**src/sv/rfa_pkg.sv**
```systemverilog
// rfa_pkg: shared types and constants for the register file alu
// holds the command encoding, state enums and the alu control structs
// no dependencies
`default_nettype none

package rfa_pkg;

    localparam int WORD_W = 32;
    localparam int CNT_W  = $clog2(WORD_W);

    typedef enum logic [3:0] {
        CMD_MOV  = 4'd0,
        CMD_XCHG = 4'd1,
        CMD_INC  = 4'd2,
        CMD_DEC  = 4'd3,
        CMD_ADD  = 4'd4,
        CMD_SUB  = 4'd5,
        CMD_NEG  = 4'd6,
        CMD_NOT  = 4'd7,
        CMD_AND  = 4'd8,
        CMD_OR   = 4'd9,
        CMD_XOR  = 4'd10,
        CMD_MUL  = 4'd11,
        CMD_DIV  = 4'd12,
        CMD_REM  = 4'd13,
        CMD_MAX  = 4'd14,
        CMD_MIN  = 4'd15
    } cmd_t;

    typedef enum logic [2:0] {
        T_IDLE,
        T_READ,
        T_EXEC,
        T_WAIT,
        T_SWAP
    } top_state_t;

    typedef enum logic [2:0] {
        ALU_IDLE,
        ALU_PREP,
        ALU_RUN,
        ALU_FIX,
        ALU_DONE
    } alu_state_t;

    typedef struct packed {
        logic start;
        cmd_t op;
    } alu_req_t;

    typedef struct packed {
        logic done;
        logic div_zero;
    } alu_rsp_t;

endpackage

`default_nettype wire

```
**src/sv/rfa_alu.sv**
```systemverilog
// rfa_alu: serial alu, one bit per cycle over a 32-step run
// bit-serial add/sub/logic, shift-add multiply, restoring divide
// depends on rfa_pkg
`default_nettype none

module rfa_alu (
    input  wire logic                       clk,
    input  wire logic                       rst_n,
    input  wire rfa_pkg::alu_req_t          req,
    input  wire logic [rfa_pkg::WORD_W-1:0] a,
    input  wire logic [rfa_pkg::WORD_W-1:0] b,
    output rfa_pkg::alu_rsp_t               rsp,
    output logic [rfa_pkg::WORD_W-1:0]      result
);

    localparam int W  = rfa_pkg::WORD_W;
    localparam int CW = rfa_pkg::CNT_W;

    rfa_pkg::alu_state_t state_reg, state_next;
    rfa_pkg::cmd_t       op_reg, op_next;

    logic [W-1:0]  a_keep_reg, a_keep_next;
    logic [W-1:0]  b_keep_reg, b_keep_next;
    logic [W-1:0]  sa_reg, sa_next;
    logic [W-1:0]  sb_reg, sb_next;
    logic [W-1:0]  sr_reg, sr_next;
    logic [W-1:0]  acc_reg, acc_next;
    logic [W-1:0]  res_reg, res_next;
    logic          carry_reg, carry_next;
    logic          dz_reg, dz_next;
    logic          neg_q_reg, neg_q_next;
    logic          neg_r_reg, neg_r_next;
    logic [CW-1:0] cnt_reg, cnt_next;

    logic last_step;
    logic b_zero;

    assign last_step = (cnt_reg == CW'(W - 1));
    assign b_zero    = (b_keep_reg == '0);

    always_ff @(posedge clk or negedge rst_n)
    begin
        if (!rst_n)
        begin
            state_reg <= rfa_pkg::ALU_IDLE;
        end
        else
        begin
            state_reg <= state_next;
        end
    end

    always_ff @(posedge clk)
    begin
        op_reg     <= op_next;
        a_keep_reg <= a_keep_next;
        b_keep_reg <= b_keep_next;
        sa_reg     <= sa_next;
        sb_reg     <= sb_next;
        sr_reg     <= sr_next;
        acc_reg    <= acc_next;
        res_reg    <= res_next;
        carry_reg  <= carry_next;
        dz_reg     <= dz_next;
        neg_q_reg  <= neg_q_next;
        neg_r_reg  <= neg_r_next;
        cnt_reg    <= cnt_next;
    end

    // next state
    always_comb
    begin
        state_next = state_reg;
        unique case (state_reg)
            rfa_pkg::ALU_IDLE:
            begin
                if (req.start)
                begin
                    state_next = rfa_pkg::ALU_PREP;
                end
            end
            rfa_pkg::ALU_PREP:
            begin
                if ((op_reg == rfa_pkg::CMD_DIV || op_reg == rfa_pkg::CMD_REM) && b_zero)
                begin
                    state_next = rfa_pkg::ALU_DONE;
                end
                else
                begin
                    state_next = rfa_pkg::ALU_RUN;
                end
            end
            rfa_pkg::ALU_RUN:
            begin
                if (last_step)
                begin
                    state_next = rfa_pkg::ALU_FIX;
                end
            end
            rfa_pkg::ALU_FIX:
            begin
                state_next = rfa_pkg::ALU_DONE;
            end
            rfa_pkg::ALU_DONE:
            begin
                state_next = rfa_pkg::ALU_IDLE;
            end
            default:
            begin
                state_next = rfa_pkg::ALU_IDLE;
            end
        endcase
    end

    // datapath
    always_comb
    begin
        logic         sbit;
        logic         cout;
        logic         rbit;
        logic         qbit;
        logic         lt;
        logic [W:0]   mul_sum;
        logic [W:0]   trial;

        op_next     = op_reg;
        a_keep_next = a_keep_reg;
        b_keep_next = b_keep_reg;
        sa_next     = sa_reg;
        sb_next     = sb_reg;
        sr_next     = sr_reg;
        acc_next    = acc_reg;
        res_next    = res_reg;
        carry_next  = carry_reg;
        dz_next     = dz_reg;
        neg_q_next  = neg_q_reg;
        neg_r_next  = neg_r_reg;
        cnt_next    = cnt_reg;

        sbit    = sa_reg[0] ^ sb_reg[0] ^ carry_reg;
        cout    = (sa_reg[0] & sb_reg[0]) | (carry_reg & (sa_reg[0] ^ sb_reg[0]));
        rbit    = sbit;
        qbit    = 1'b0;
        mul_sum = {1'b0, acc_reg} + (sb_reg[0] ? {1'b0, a_keep_reg} : '0);
        trial   = {acc_reg, sa_reg[W-1]} - {1'b0, sb_reg};
        // signed a < b from the serial a - b carry
        lt      = (a_keep_reg[W-1] != b_keep_reg[W-1]) ? a_keep_reg[W-1] : !carry_reg;

        unique case (state_reg)
            rfa_pkg::ALU_IDLE:
            begin
                if (req.start)
                begin
                    op_next     = req.op;
                    a_keep_next = a;
                    b_keep_next = b;
                end
            end
            rfa_pkg::ALU_PREP:
            begin
                cnt_next   = '0;
                carry_next = 1'b0;
                acc_next   = '0;
                sr_next    = '0;
                dz_next    = 1'b0;
                sa_next    = a_keep_reg;
                sb_next    = b_keep_reg;
                unique case (op_reg) inside
                    rfa_pkg::CMD_MOV:
                    begin
                        sa_next = b_keep_reg;
                        sb_next = '0;
                    end
                    rfa_pkg::CMD_INC:
                    begin
                        sb_next = W'(1);
                    end
                    rfa_pkg::CMD_DEC:
                    begin
                        sb_next    = ~W'(1);
                        carry_next = 1'b1;
                    end
                    rfa_pkg::CMD_SUB, rfa_pkg::CMD_MAX, rfa_pkg::CMD_MIN:
                    begin
                        sb_next    = ~b_keep_reg;
                        carry_next = 1'b1;
                    end
                    rfa_pkg::CMD_NEG:
                    begin
                        sa_next    = '0;
                        sb_next    = ~a_keep_reg;
                        carry_next = 1'b1;
                    end
                    rfa_pkg::CMD_NOT:
                    begin
                        sb_next = '1;
                    end
                    rfa_pkg::CMD_DIV, rfa_pkg::CMD_REM:
                    begin
                        sa_next    = a_keep_reg[W-1] ? (W'(0) - a_keep_reg) : a_keep_reg;
                        sb_next    = b_keep_reg[W-1] ? (W'(0) - b_keep_reg) : b_keep_reg;
                        neg_q_next = a_keep_reg[W-1] ^ b_keep_reg[W-1];
                        neg_r_next = a_keep_reg[W-1];
                        if (b_zero)
                        begin
                            dz_next  = 1'b1;
                            res_next = a_keep_reg;
                        end
                    end
                    default:
                    begin
                        sa_next = a_keep_reg;
                    end
                endcase
            end
            rfa_pkg::ALU_RUN:
            begin
                cnt_next = cnt_reg + CW'(1);
                unique case (op_reg) inside
                    rfa_pkg::CMD_MUL:
                    begin
                        // shift-add, product bits leave the accumulator lsb first
                        sr_next  = {mul_sum[0], sr_reg[W-1:1]};
                        acc_next = mul_sum[W:1];
                        sb_next  = {1'b0, sb_reg[W-1:1]};
                    end
                    rfa_pkg::CMD_DIV, rfa_pkg::CMD_REM:
                    begin
                        // restoring step, quotient bits fill sa from the right
                        if (!trial[W])
                        begin
                            acc_next = trial[W-1:0];
                            qbit     = 1'b1;
                        end
                        else
                        begin
                            acc_next = {acc_reg[W-2:0], sa_reg[W-1]};
                        end
                        sa_next = {sa_reg[W-2:0], qbit};
                    end
                    default:
                    begin
                        unique case (op_reg) inside
                            rfa_pkg::CMD_AND:
                            begin
                                rbit = sa_reg[0] & sb_reg[0];
                            end
                            rfa_pkg::CMD_OR:
                            begin
                                rbit = sa_reg[0] | sb_reg[0];
                            end
                            rfa_pkg::CMD_XOR, rfa_pkg::CMD_NOT:
                            begin
                                rbit = sa_reg[0] ^ sb_reg[0];
                            end
                            default:
                            begin
                                rbit       = sbit;
                                carry_next = cout;
                            end
                        endcase
                        sr_next = {rbit, sr_reg[W-1:1]};
                        sa_next = {1'b0, sa_reg[W-1:1]};
                        sb_next = {1'b0, sb_reg[W-1:1]};
                    end
                endcase
            end
            rfa_pkg::ALU_FIX:
            begin
                unique case (op_reg) inside
                    rfa_pkg::CMD_MAX:
                    begin
                        res_next = lt ? b_keep_reg : a_keep_reg;
                    end
                    rfa_pkg::CMD_MIN:
                    begin
                        res_next = lt ? a_keep_reg : b_keep_reg;
                    end
                    rfa_pkg::CMD_DIV:
                    begin
                        res_next = neg_q_reg ? (W'(0) - sa_reg) : sa_reg;
                    end
                    rfa_pkg::CMD_REM:
                    begin
                        res_next = neg_r_reg ? (W'(0) - acc_reg) : acc_reg;
                    end
                    default:
                    begin
                        res_next = sr_reg;
                    end
                endcase
            end
            rfa_pkg::ALU_DONE:
            begin
                res_next = res_reg;
            end
            default:
            begin
                res_next = res_reg;
            end
        endcase
    end

    // outputs
    always_comb
    begin
        rsp.done     = (state_reg == rfa_pkg::ALU_DONE);
        rsp.div_zero = dz_reg;
        result       = res_reg;
    end

endmodule

`default_nettype wire

```
**src/sv/register_file_alu_top.sv**
```systemverilog
// register_file_alu_top: register file with a serial two-operand alu
// holds the register memory, its valid bits and the command sequencer
// depends on rfa_pkg and rfa_alu
`default_nettype none

// One command is taken when start is high and busy is low; busy then stays
// high until the result word has been produced. The result appears on
// dest_value, other_value and div_by_zero for exactly one cycle with done
// high, and a new command may be started in that same cycle. Every command
// first reads both registers. An exchange then writes the source and then
// the destination; divide or remainder by zero skips the run; else the alu runs
// 32 single-bit steps (bit-serial add and logic, shift-add multiply,
// restoring divide) framed by a setup and a sign-fix step, then the
// write-back. The register file reads as all zeros after reset through
// per-register valid bits, so no clearing pass is needed.
module register_file_alu_top #(
    parameter int REG_COUNT = 32
) (
    input  wire logic               clk,
    input  wire logic               rst_n,
    input  wire logic               start,
    output logic                    busy,
    input  wire logic [3:0]         cmd,
    input  wire logic [4:0]         dest_index,
    input  wire logic signed [31:0] src_operand,
    input  wire logic               is_imm,
    output logic                    done,
    output logic signed [31:0]      dest_value,
    output logic signed [31:0]      other_value,
    output logic                    div_by_zero
);

    localparam int W     = rfa_pkg::WORD_W;
    localparam int IDX_W = (REG_COUNT > 1) ? $clog2(REG_COUNT) : 1;

    // 8-bit carrier reduced modulo REG_COUNT by eight compare-subtract steps
    function automatic logic [IDX_W-1:0] reg_index(input logic [7:0] carrier);
        logic [15:0] v;
        logic [15:0] m;
        v = {8'd0, carrier};
        for (int k = 7; k >= 0; k--)
        begin
            m = 16'(REG_COUNT) << k;
            if (v >= m)
            begin
                v = v - m;
            end
        end
        return v[IDX_W-1:0];
    endfunction

    rfa_pkg::top_state_t state_reg, state_next;
    rfa_pkg::cmd_t       cmd_reg;
    rfa_pkg::alu_req_t   alu_req;
    rfa_pkg::alu_rsp_t   alu_rsp;

    logic [IDX_W-1:0]     d_idx_reg;
    logic [IDX_W-1:0]     s_idx_reg;
    logic                 imm_reg;
    logic [W-1:0]         src_reg;

    logic [W-1:0]         mem_array [REG_COUNT];
    logic [REG_COUNT-1:0] vld_reg;
    logic [W-1:0]         rd_d_reg;
    logic [W-1:0]         rd_s_reg;
    logic                 vld_d_reg;
    logic                 vld_s_reg;

    logic                 mem_we;
    logic [IDX_W-1:0]     mem_waddr;
    logic [W-1:0]         mem_wdata;
    logic                 rd_en;

    logic [W-1:0]         a_val;
    logic [W-1:0]         s_val;
    logic [W-1:0]         b_val;
    logic [W-1:0]         alu_result;

    logic                 done_reg, done_next;
    logic [W-1:0]         dest_value_reg, dest_value_next;
    logic [W-1:0]         other_value_reg, other_value_next;
    logic                 dz_out_reg, dz_out_next;

    logic                 accept;

    assign accept = start && !busy;
    assign a_val  = vld_d_reg ? rd_d_reg : '0;
    assign s_val  = vld_s_reg ? rd_s_reg : '0;
    assign b_val  = imm_reg ? src_reg : s_val;

    rfa_alu u_alu (
        .clk    (clk),
        .rst_n  (rst_n),
        .req    (alu_req),
        .a      (a_val),
        .b      (b_val),
        .rsp    (alu_rsp),
        .result (alu_result)
    );

    always_ff @(posedge clk or negedge rst_n)
    begin
        if (!rst_n)
        begin
            state_reg <= rfa_pkg::T_IDLE;
            done_reg  <= 1'b0;
            vld_reg   <= '0;
            vld_d_reg <= 1'b0;
            vld_s_reg <= 1'b0;
        end
        else
        begin
            state_reg <= state_next;
            done_reg  <= done_next;
            if (mem_we)
            begin
                vld_reg[mem_waddr] <= 1'b1;
            end
            if (rd_en)
            begin
                vld_d_reg <= vld_reg[d_idx_reg];
                vld_s_reg <= vld_reg[s_idx_reg];
            end
        end
    end

    // register memory, one write port and two registered read ports
    always_ff @(posedge clk)
    begin
        if (mem_we)
        begin
            mem_array[mem_waddr] <= mem_wdata;
        end
        if (rd_en)
        begin
            rd_d_reg <= mem_array[d_idx_reg];
            rd_s_reg <= mem_array[s_idx_reg];
        end
    end

    always_ff @(posedge clk)
    begin
        if (accept)
        begin
            cmd_reg   <= rfa_pkg::cmd_t'(cmd);
            d_idx_reg <= reg_index({3'b000, dest_index});
            s_idx_reg <= reg_index(src_operand[7:0]);
            imm_reg   <= is_imm;
            src_reg   <= src_operand;
        end
        dest_value_reg  <= dest_value_next;
        other_value_reg <= other_value_next;
        dz_out_reg      <= dz_out_next;
    end

    // next state
    always_comb
    begin
        state_next = state_reg;
        unique case (state_reg)
            rfa_pkg::T_IDLE:
            begin
                if (start)
                begin
                    state_next = rfa_pkg::T_READ;
                end
            end
            rfa_pkg::T_READ:
            begin
                state_next = rfa_pkg::T_EXEC;
            end
            rfa_pkg::T_EXEC:
            begin
                if (cmd_reg == rfa_pkg::CMD_XCHG)
                begin
                    state_next = rfa_pkg::T_SWAP;
                end
                else
                begin
                    state_next = rfa_pkg::T_WAIT;
                end
            end
            rfa_pkg::T_WAIT:
            begin
                if (alu_rsp.done)
                begin
                    state_next = rfa_pkg::T_IDLE;
                end
            end
            rfa_pkg::T_SWAP:
            begin
                state_next = rfa_pkg::T_IDLE;
            end
            default:
            begin
                state_next = rfa_pkg::T_IDLE;
            end
        endcase
    end

    // outputs
    always_comb
    begin
        busy             = (state_reg != rfa_pkg::T_IDLE);
        rd_en            = 1'b0;
        mem_we           = 1'b0;
        mem_waddr        = d_idx_reg;
        mem_wdata        = alu_result;
        alu_req.start    = 1'b0;
        alu_req.op       = cmd_reg;
        done_next        = 1'b0;
        dest_value_next  = dest_value_reg;
        other_value_next = other_value_reg;
        dz_out_next      = dz_out_reg;
        unique case (state_reg)
            rfa_pkg::T_IDLE:
            begin
                rd_en = 1'b0;
            end
            rfa_pkg::T_READ:
            begin
                rd_en = 1'b1;
            end
            rfa_pkg::T_EXEC:
            begin
                if (cmd_reg == rfa_pkg::CMD_XCHG)
                begin
                    // source first, so equal indexes end with the old value
                    mem_we    = 1'b1;
                    mem_waddr = s_idx_reg;
                    mem_wdata = a_val;
                end
                else
                begin
                    alu_req.start = 1'b1;
                end
            end
            rfa_pkg::T_WAIT:
            begin
                if (alu_rsp.done)
                begin
                    mem_we           = 1'b1;
                    mem_wdata        = alu_result;
                    done_next        = 1'b1;
                    dest_value_next  = alu_result;
                    other_value_next = '0;
                    dz_out_next      = alu_rsp.div_zero;
                end
            end
            rfa_pkg::T_SWAP:
            begin
                mem_we           = 1'b1;
                mem_wdata        = s_val;
                done_next        = 1'b1;
                dest_value_next  = s_val;
                other_value_next = a_val;
                dz_out_next      = 1'b0;
            end
            default:
            begin
                rd_en = 1'b0;
            end
        endcase
    end

    assign done        = done_reg;
    assign dest_value  = dest_value_reg;
    assign other_value = other_value_reg;
    assign div_by_zero = dz_out_reg;

    // a result word only follows a write-back
    a_done_after_writeback: assert property (@(posedge clk) disable iff (!rst_n)
        done |-> ($past(state_reg) == rfa_pkg::T_WAIT || $past(state_reg) == rfa_pkg::T_SWAP))
        else $error("result word without write-back");

    // alu completion is only seen while the sequencer waits for it
    a_alu_done_waited: assert property (@(posedge clk) disable iff (!rst_n)
        alu_rsp.done |-> state_reg == rfa_pkg::T_WAIT)
        else $error("alu finished outside of wait");

    // zero-divisor flag only for divide and remainder
    a_dz_cmd: assert property (@(posedge clk) disable iff (!rst_n)
        (done && div_by_zero) |-> (cmd_reg == rfa_pkg::CMD_DIV || cmd_reg == rfa_pkg::CMD_REM))
        else $error("div_by_zero on a non-divide command");

    // other_value is zero except after an exchange
    a_other_zero: assert property (@(posedge clk) disable iff (!rst_n)
        (done && other_value != '0) |-> $past(state_reg) == rfa_pkg::T_SWAP)
        else $error("other_value set outside exchange");

endmodule

`default_nettype wire
```
**config.mk**
```make
export PLATFORM = sky130hd
export DESIGN_NAME = register_file_alu_top
export DESIGN_NICKNAME = d
export VERILOG_FILES = /design/src/sv/rfa_pkg.sv /design/src/sv/rfa_alu.sv /design/src/sv/register_file_alu_top.sv
export SDC_FILE = /design/constraint.sdc
export NUM_CORES = 2
export LEC_CHECK = 0
export ABC_AREA = 1
export BUFFER_PORTS_ARGS = -buffer_cell sky130_fd_sc_hd__buf_2
export CAP_MARGIN = 10
export CORE_MARGIN = 1.5
export CORE_UTILIZATION = 50
export CTS_CLUSTER_SIZE = 8
export DETAILED_ROUTE_END_ITERATION = 10
export GPL_TIMING_DRIVEN = 1
export PLACE_DENSITY = 0.66
export SLEW_MARGIN = 0
export SYNTH_ARGS = -nofsm -noshare
export SYNTH_HDL_FRONTEND = slang
export SYNTH_SLANG_ARGS = --single-unit
```
**constraint.sdc**
```tcl
create_clock -name clk -period 8.4 [get_ports clk]
set_input_delay 0.84 -clock clk [delete_from_list [all_inputs] [get_ports clk]]
set_output_delay 0.84 -clock clk [all_outputs]
set_load 0.02 [all_outputs]
```
==> summary.md <==
| Metric | Value |
|---|---|
| Clk root buf | clkbuf_16 |
| Flop2flop setup slack | 3.72 ns |
| CTS tree | yes |
| Worst EP required | 8.87 ns |
| #FFs+latches synth | 1473 |
| Flop pwr share | 37.9% |
| Internal Pwr Total | 16.4 mW |
| Cell Rows | 145 |
| Worst-case reg-to-reg path depth | 6 |
| Main flop type after synthesis | edfxtp_1 |
| Post-synth ARST share | 2.78% |
| Fin. Hold Viols | 0 |
| Number of synthesized flops with an enable pin | 1432 |
| Hold Path Cell Cnt | 1 |
| Setup repair bufs after CTS | 0 |
| Post-DP HPWL | 209000 µm |
| Grt ovf | 0 |
| Initial core utilization | 50.3% |
| Crit share post-route | 55.8% |
| Post-Layout Cell Count | 10.5k |
| Cts bufs inserted | 203 |
| Count leader, synth | nor2_1 |
| Sw Ratio | 41.4% |
| Largest net degree at the start of global routing | 199 |
| WL/cell | 31.4 µm |
| Routed Antenna Nets | 0 |
| Unrepaired setup endpoints after global routing | no |
| Lkg Pwr | 31.0 nW |
| DR vias | 70.8k |
| Min-Delay Path Class | input pin to flip-flop |
| Layout area overhead | 10.2% |
| Worst skew pair latency | 0.89 ns |
| Most flops, register | mem_array |
| Worst Setup End Kind | flip-flop |
| Setup violators final | 0 |
| Clock transition at path regs | 0.05 ns |
| Synth top area cells | edfxtp_1 (55%), o21ai_0 (8.8%), nor2_1 (7.1%) |
| Reg-to-Reg Start | s_idx_reg[1] |
| Gate power share | 34.9% |
| # fillers | 13.5k |
| HP Start | src_operand[22] |
| Switching power | 11.6 mW |
| Cts repair resizes | 0 |
| Design area | 0.0863 mm² |
| Finished Core Util | 55.4% |
| CP max FO | 100 |
| First-pass GRT wire length | 470000 µm |
| Setup_tns | 0 ns |
| Post-synth design cell area | 0.0784 mm² |
| Share of the synthesized area in the top cell type | 54.9% |
| PwrDens | 324 mW/mm² |
| Setup WS pre-CTS | 3.97 ns |
| Maximum vdd drop | 0.224 mV |
| Clock Sinks | 1473 |
| Final-stage net count | 8525 |
| DRT Pass-1 Iters | 8 |
| Via density | 6.71 |
| Outcome | complete, no violations |
| Clock skew | 0.112 ns |
| Final WL | 332000 µm |
| Clk network pwr share | 27.2% |
| Number of I/O pins | 112 |
| Pins Over Slew Limit | 0 |
| Bufs on Longest Clock Path | 3 |
| Placed cell area | 0.0806 mm² |
| Fmax achieved | 213 MHz |
| Worst hold slack | 0.132 ns |
| RR Endpoint | mem_array[11][0] |
| RePlAce Congestion | 0.996 |
| Crit path DAT | 5.16 ns |
| Sequential area share after synthesis | 56.2% |
| Avg Cell Area, Syn | 9.18 µm² |
| Port Buffers | 111 |
| Leading cell types by count after synthesis | nor2_1 (1474), edfxtp_1 (1432), o21ai_0 (1377), nand2_1 (1117), inv_1 (534) |
| CTS Hold Bufs | 0 |
| Hold Path Sink | src_reg[22] |
| Max reg flops | 1024 |
| Vias in the first global route | 66.3k |
| Max cap viols | 0 |
| DR iter-0 viols | 11.1k |
| H-tree depth | 4 |
| CP Class | flip-flop to flip-flop |
| # DRC | 0 |
| Die Y | 399 µm |
| Area leader, netlist | edfxtp_1 |
| CP Launch Type | flip-flop |
| Unique masters post-synth | 52 |
| Core ar. | 0.156 mm² |
| Total power | 27.9 mW |
| Die W | 399 µm |
| Die area | 0.159 mm² |
| All-Layer GR Usage | 41.0% |
| Mapped Cells | 8534 |
| Dpl cells | 10.3k |
| Rel. slew slack | 3.86% |
| Share of layout cells above drive strength 1 | 7.16% |
| Initial antenna violation count | 16 |
| Post-layout min period | 4.68 ns |
| Synth warn | 0 |
| Post-Syn Nets | 8656 |
| Least-Margin Pin Slew | 1.43 ns |
| PnR worst setup slack | 3.72 ns |
-- kinds of logic after synthesis --
group	Yosys count	synth area share (%)
compound gates	2546	19.4
fa+ha+maj	77	1.26
buf+inv	1162	5.92
simple gates	3239	16.8
xor+xnor	37	0.414
flops	1473	56.2
-- cell type report --
class	instances	area (µm²)	area share, %
antenna	13	32.5	0.0377
clock buffer	260	5290	6.13
clock inverter	20	440	0.510
inverter	560	2150	2.49
multi-input combinational	5899	30000	34.7
sequential	1473	44000	51.0
tap	2058	2570	2.98
timing repair buffer	266	1830	2.12
-- power by group through the flow --
| stage | logic (mW) | clock network, mW | registers (mW) |
|---|---|---|---|
| 2_1_floorplan | 6.20 | 0 | 10.1 |
| 3_3_place_gp | 9.38 | 0 | 10.7 |
| 3_5_place_dp | 9.46 | 0 | 10.7 |
| 4_1_cts | 9.50 | 7.62 | 10.5 |
| 5_1_grt | 10.5 | 7.92 | 10.6 |
| 6_report | 9.74 | 7.60 | 10.6 |
-- how the worst max path moves through the flow --
stage            startpoint                  end  slack [ns]
6_report       s_idx_reg[1]     mem_array[11][0]        3.72
5_1_grt        s_idx_reg[1]     mem_array[11][9]        3.78
4_1_cts        s_idx_reg[1]    mem_array[11][17]        3.89
3_5_place_dp   s_idx_reg[1]    mem_array[11][13]        3.97
3_3_place_gp   s_idx_reg[1]    mem_array[11][13]        4.07
2_1_floorplan  state_reg[2]  u_alu.a_keep_reg[0]        2.42
-- cell usage in the layout, fill, tap and decap left out, types with 70 or more instances in the layout --
master,count
edfxtp_1,1432
inv_1,528
ha_1,74
o211ai_1,70
buf_4,146
nor2_1,1439
buf_2,111
clkbuf_16,203
o22ai_1,116
a21oi_1,316
o21ai_0,1375
a31oi_1,70
o221ai_1,401
nand3_1,488
nand2_1,1112
-- layer usage --
layer	vias to the layer above	global-route usage, %	part of all wire, %
met5	-	0	0.035
met4	16	30.7	8.7
met3	1195	8.80	11
met2	5190	62.8	45
met1	34000	51.0	36
li1	30400	-	-
-- critical path, cell delays in order, from the launching register on --
cell	delay, ns
edfxtp_1	0.34
buf_4	0.74
inv_8	0.40
o21ai_2	0.42
nand3_2	0.56
nor2_4	1.01
buf_4	0.55
Power figures use the tool's default switching activity.
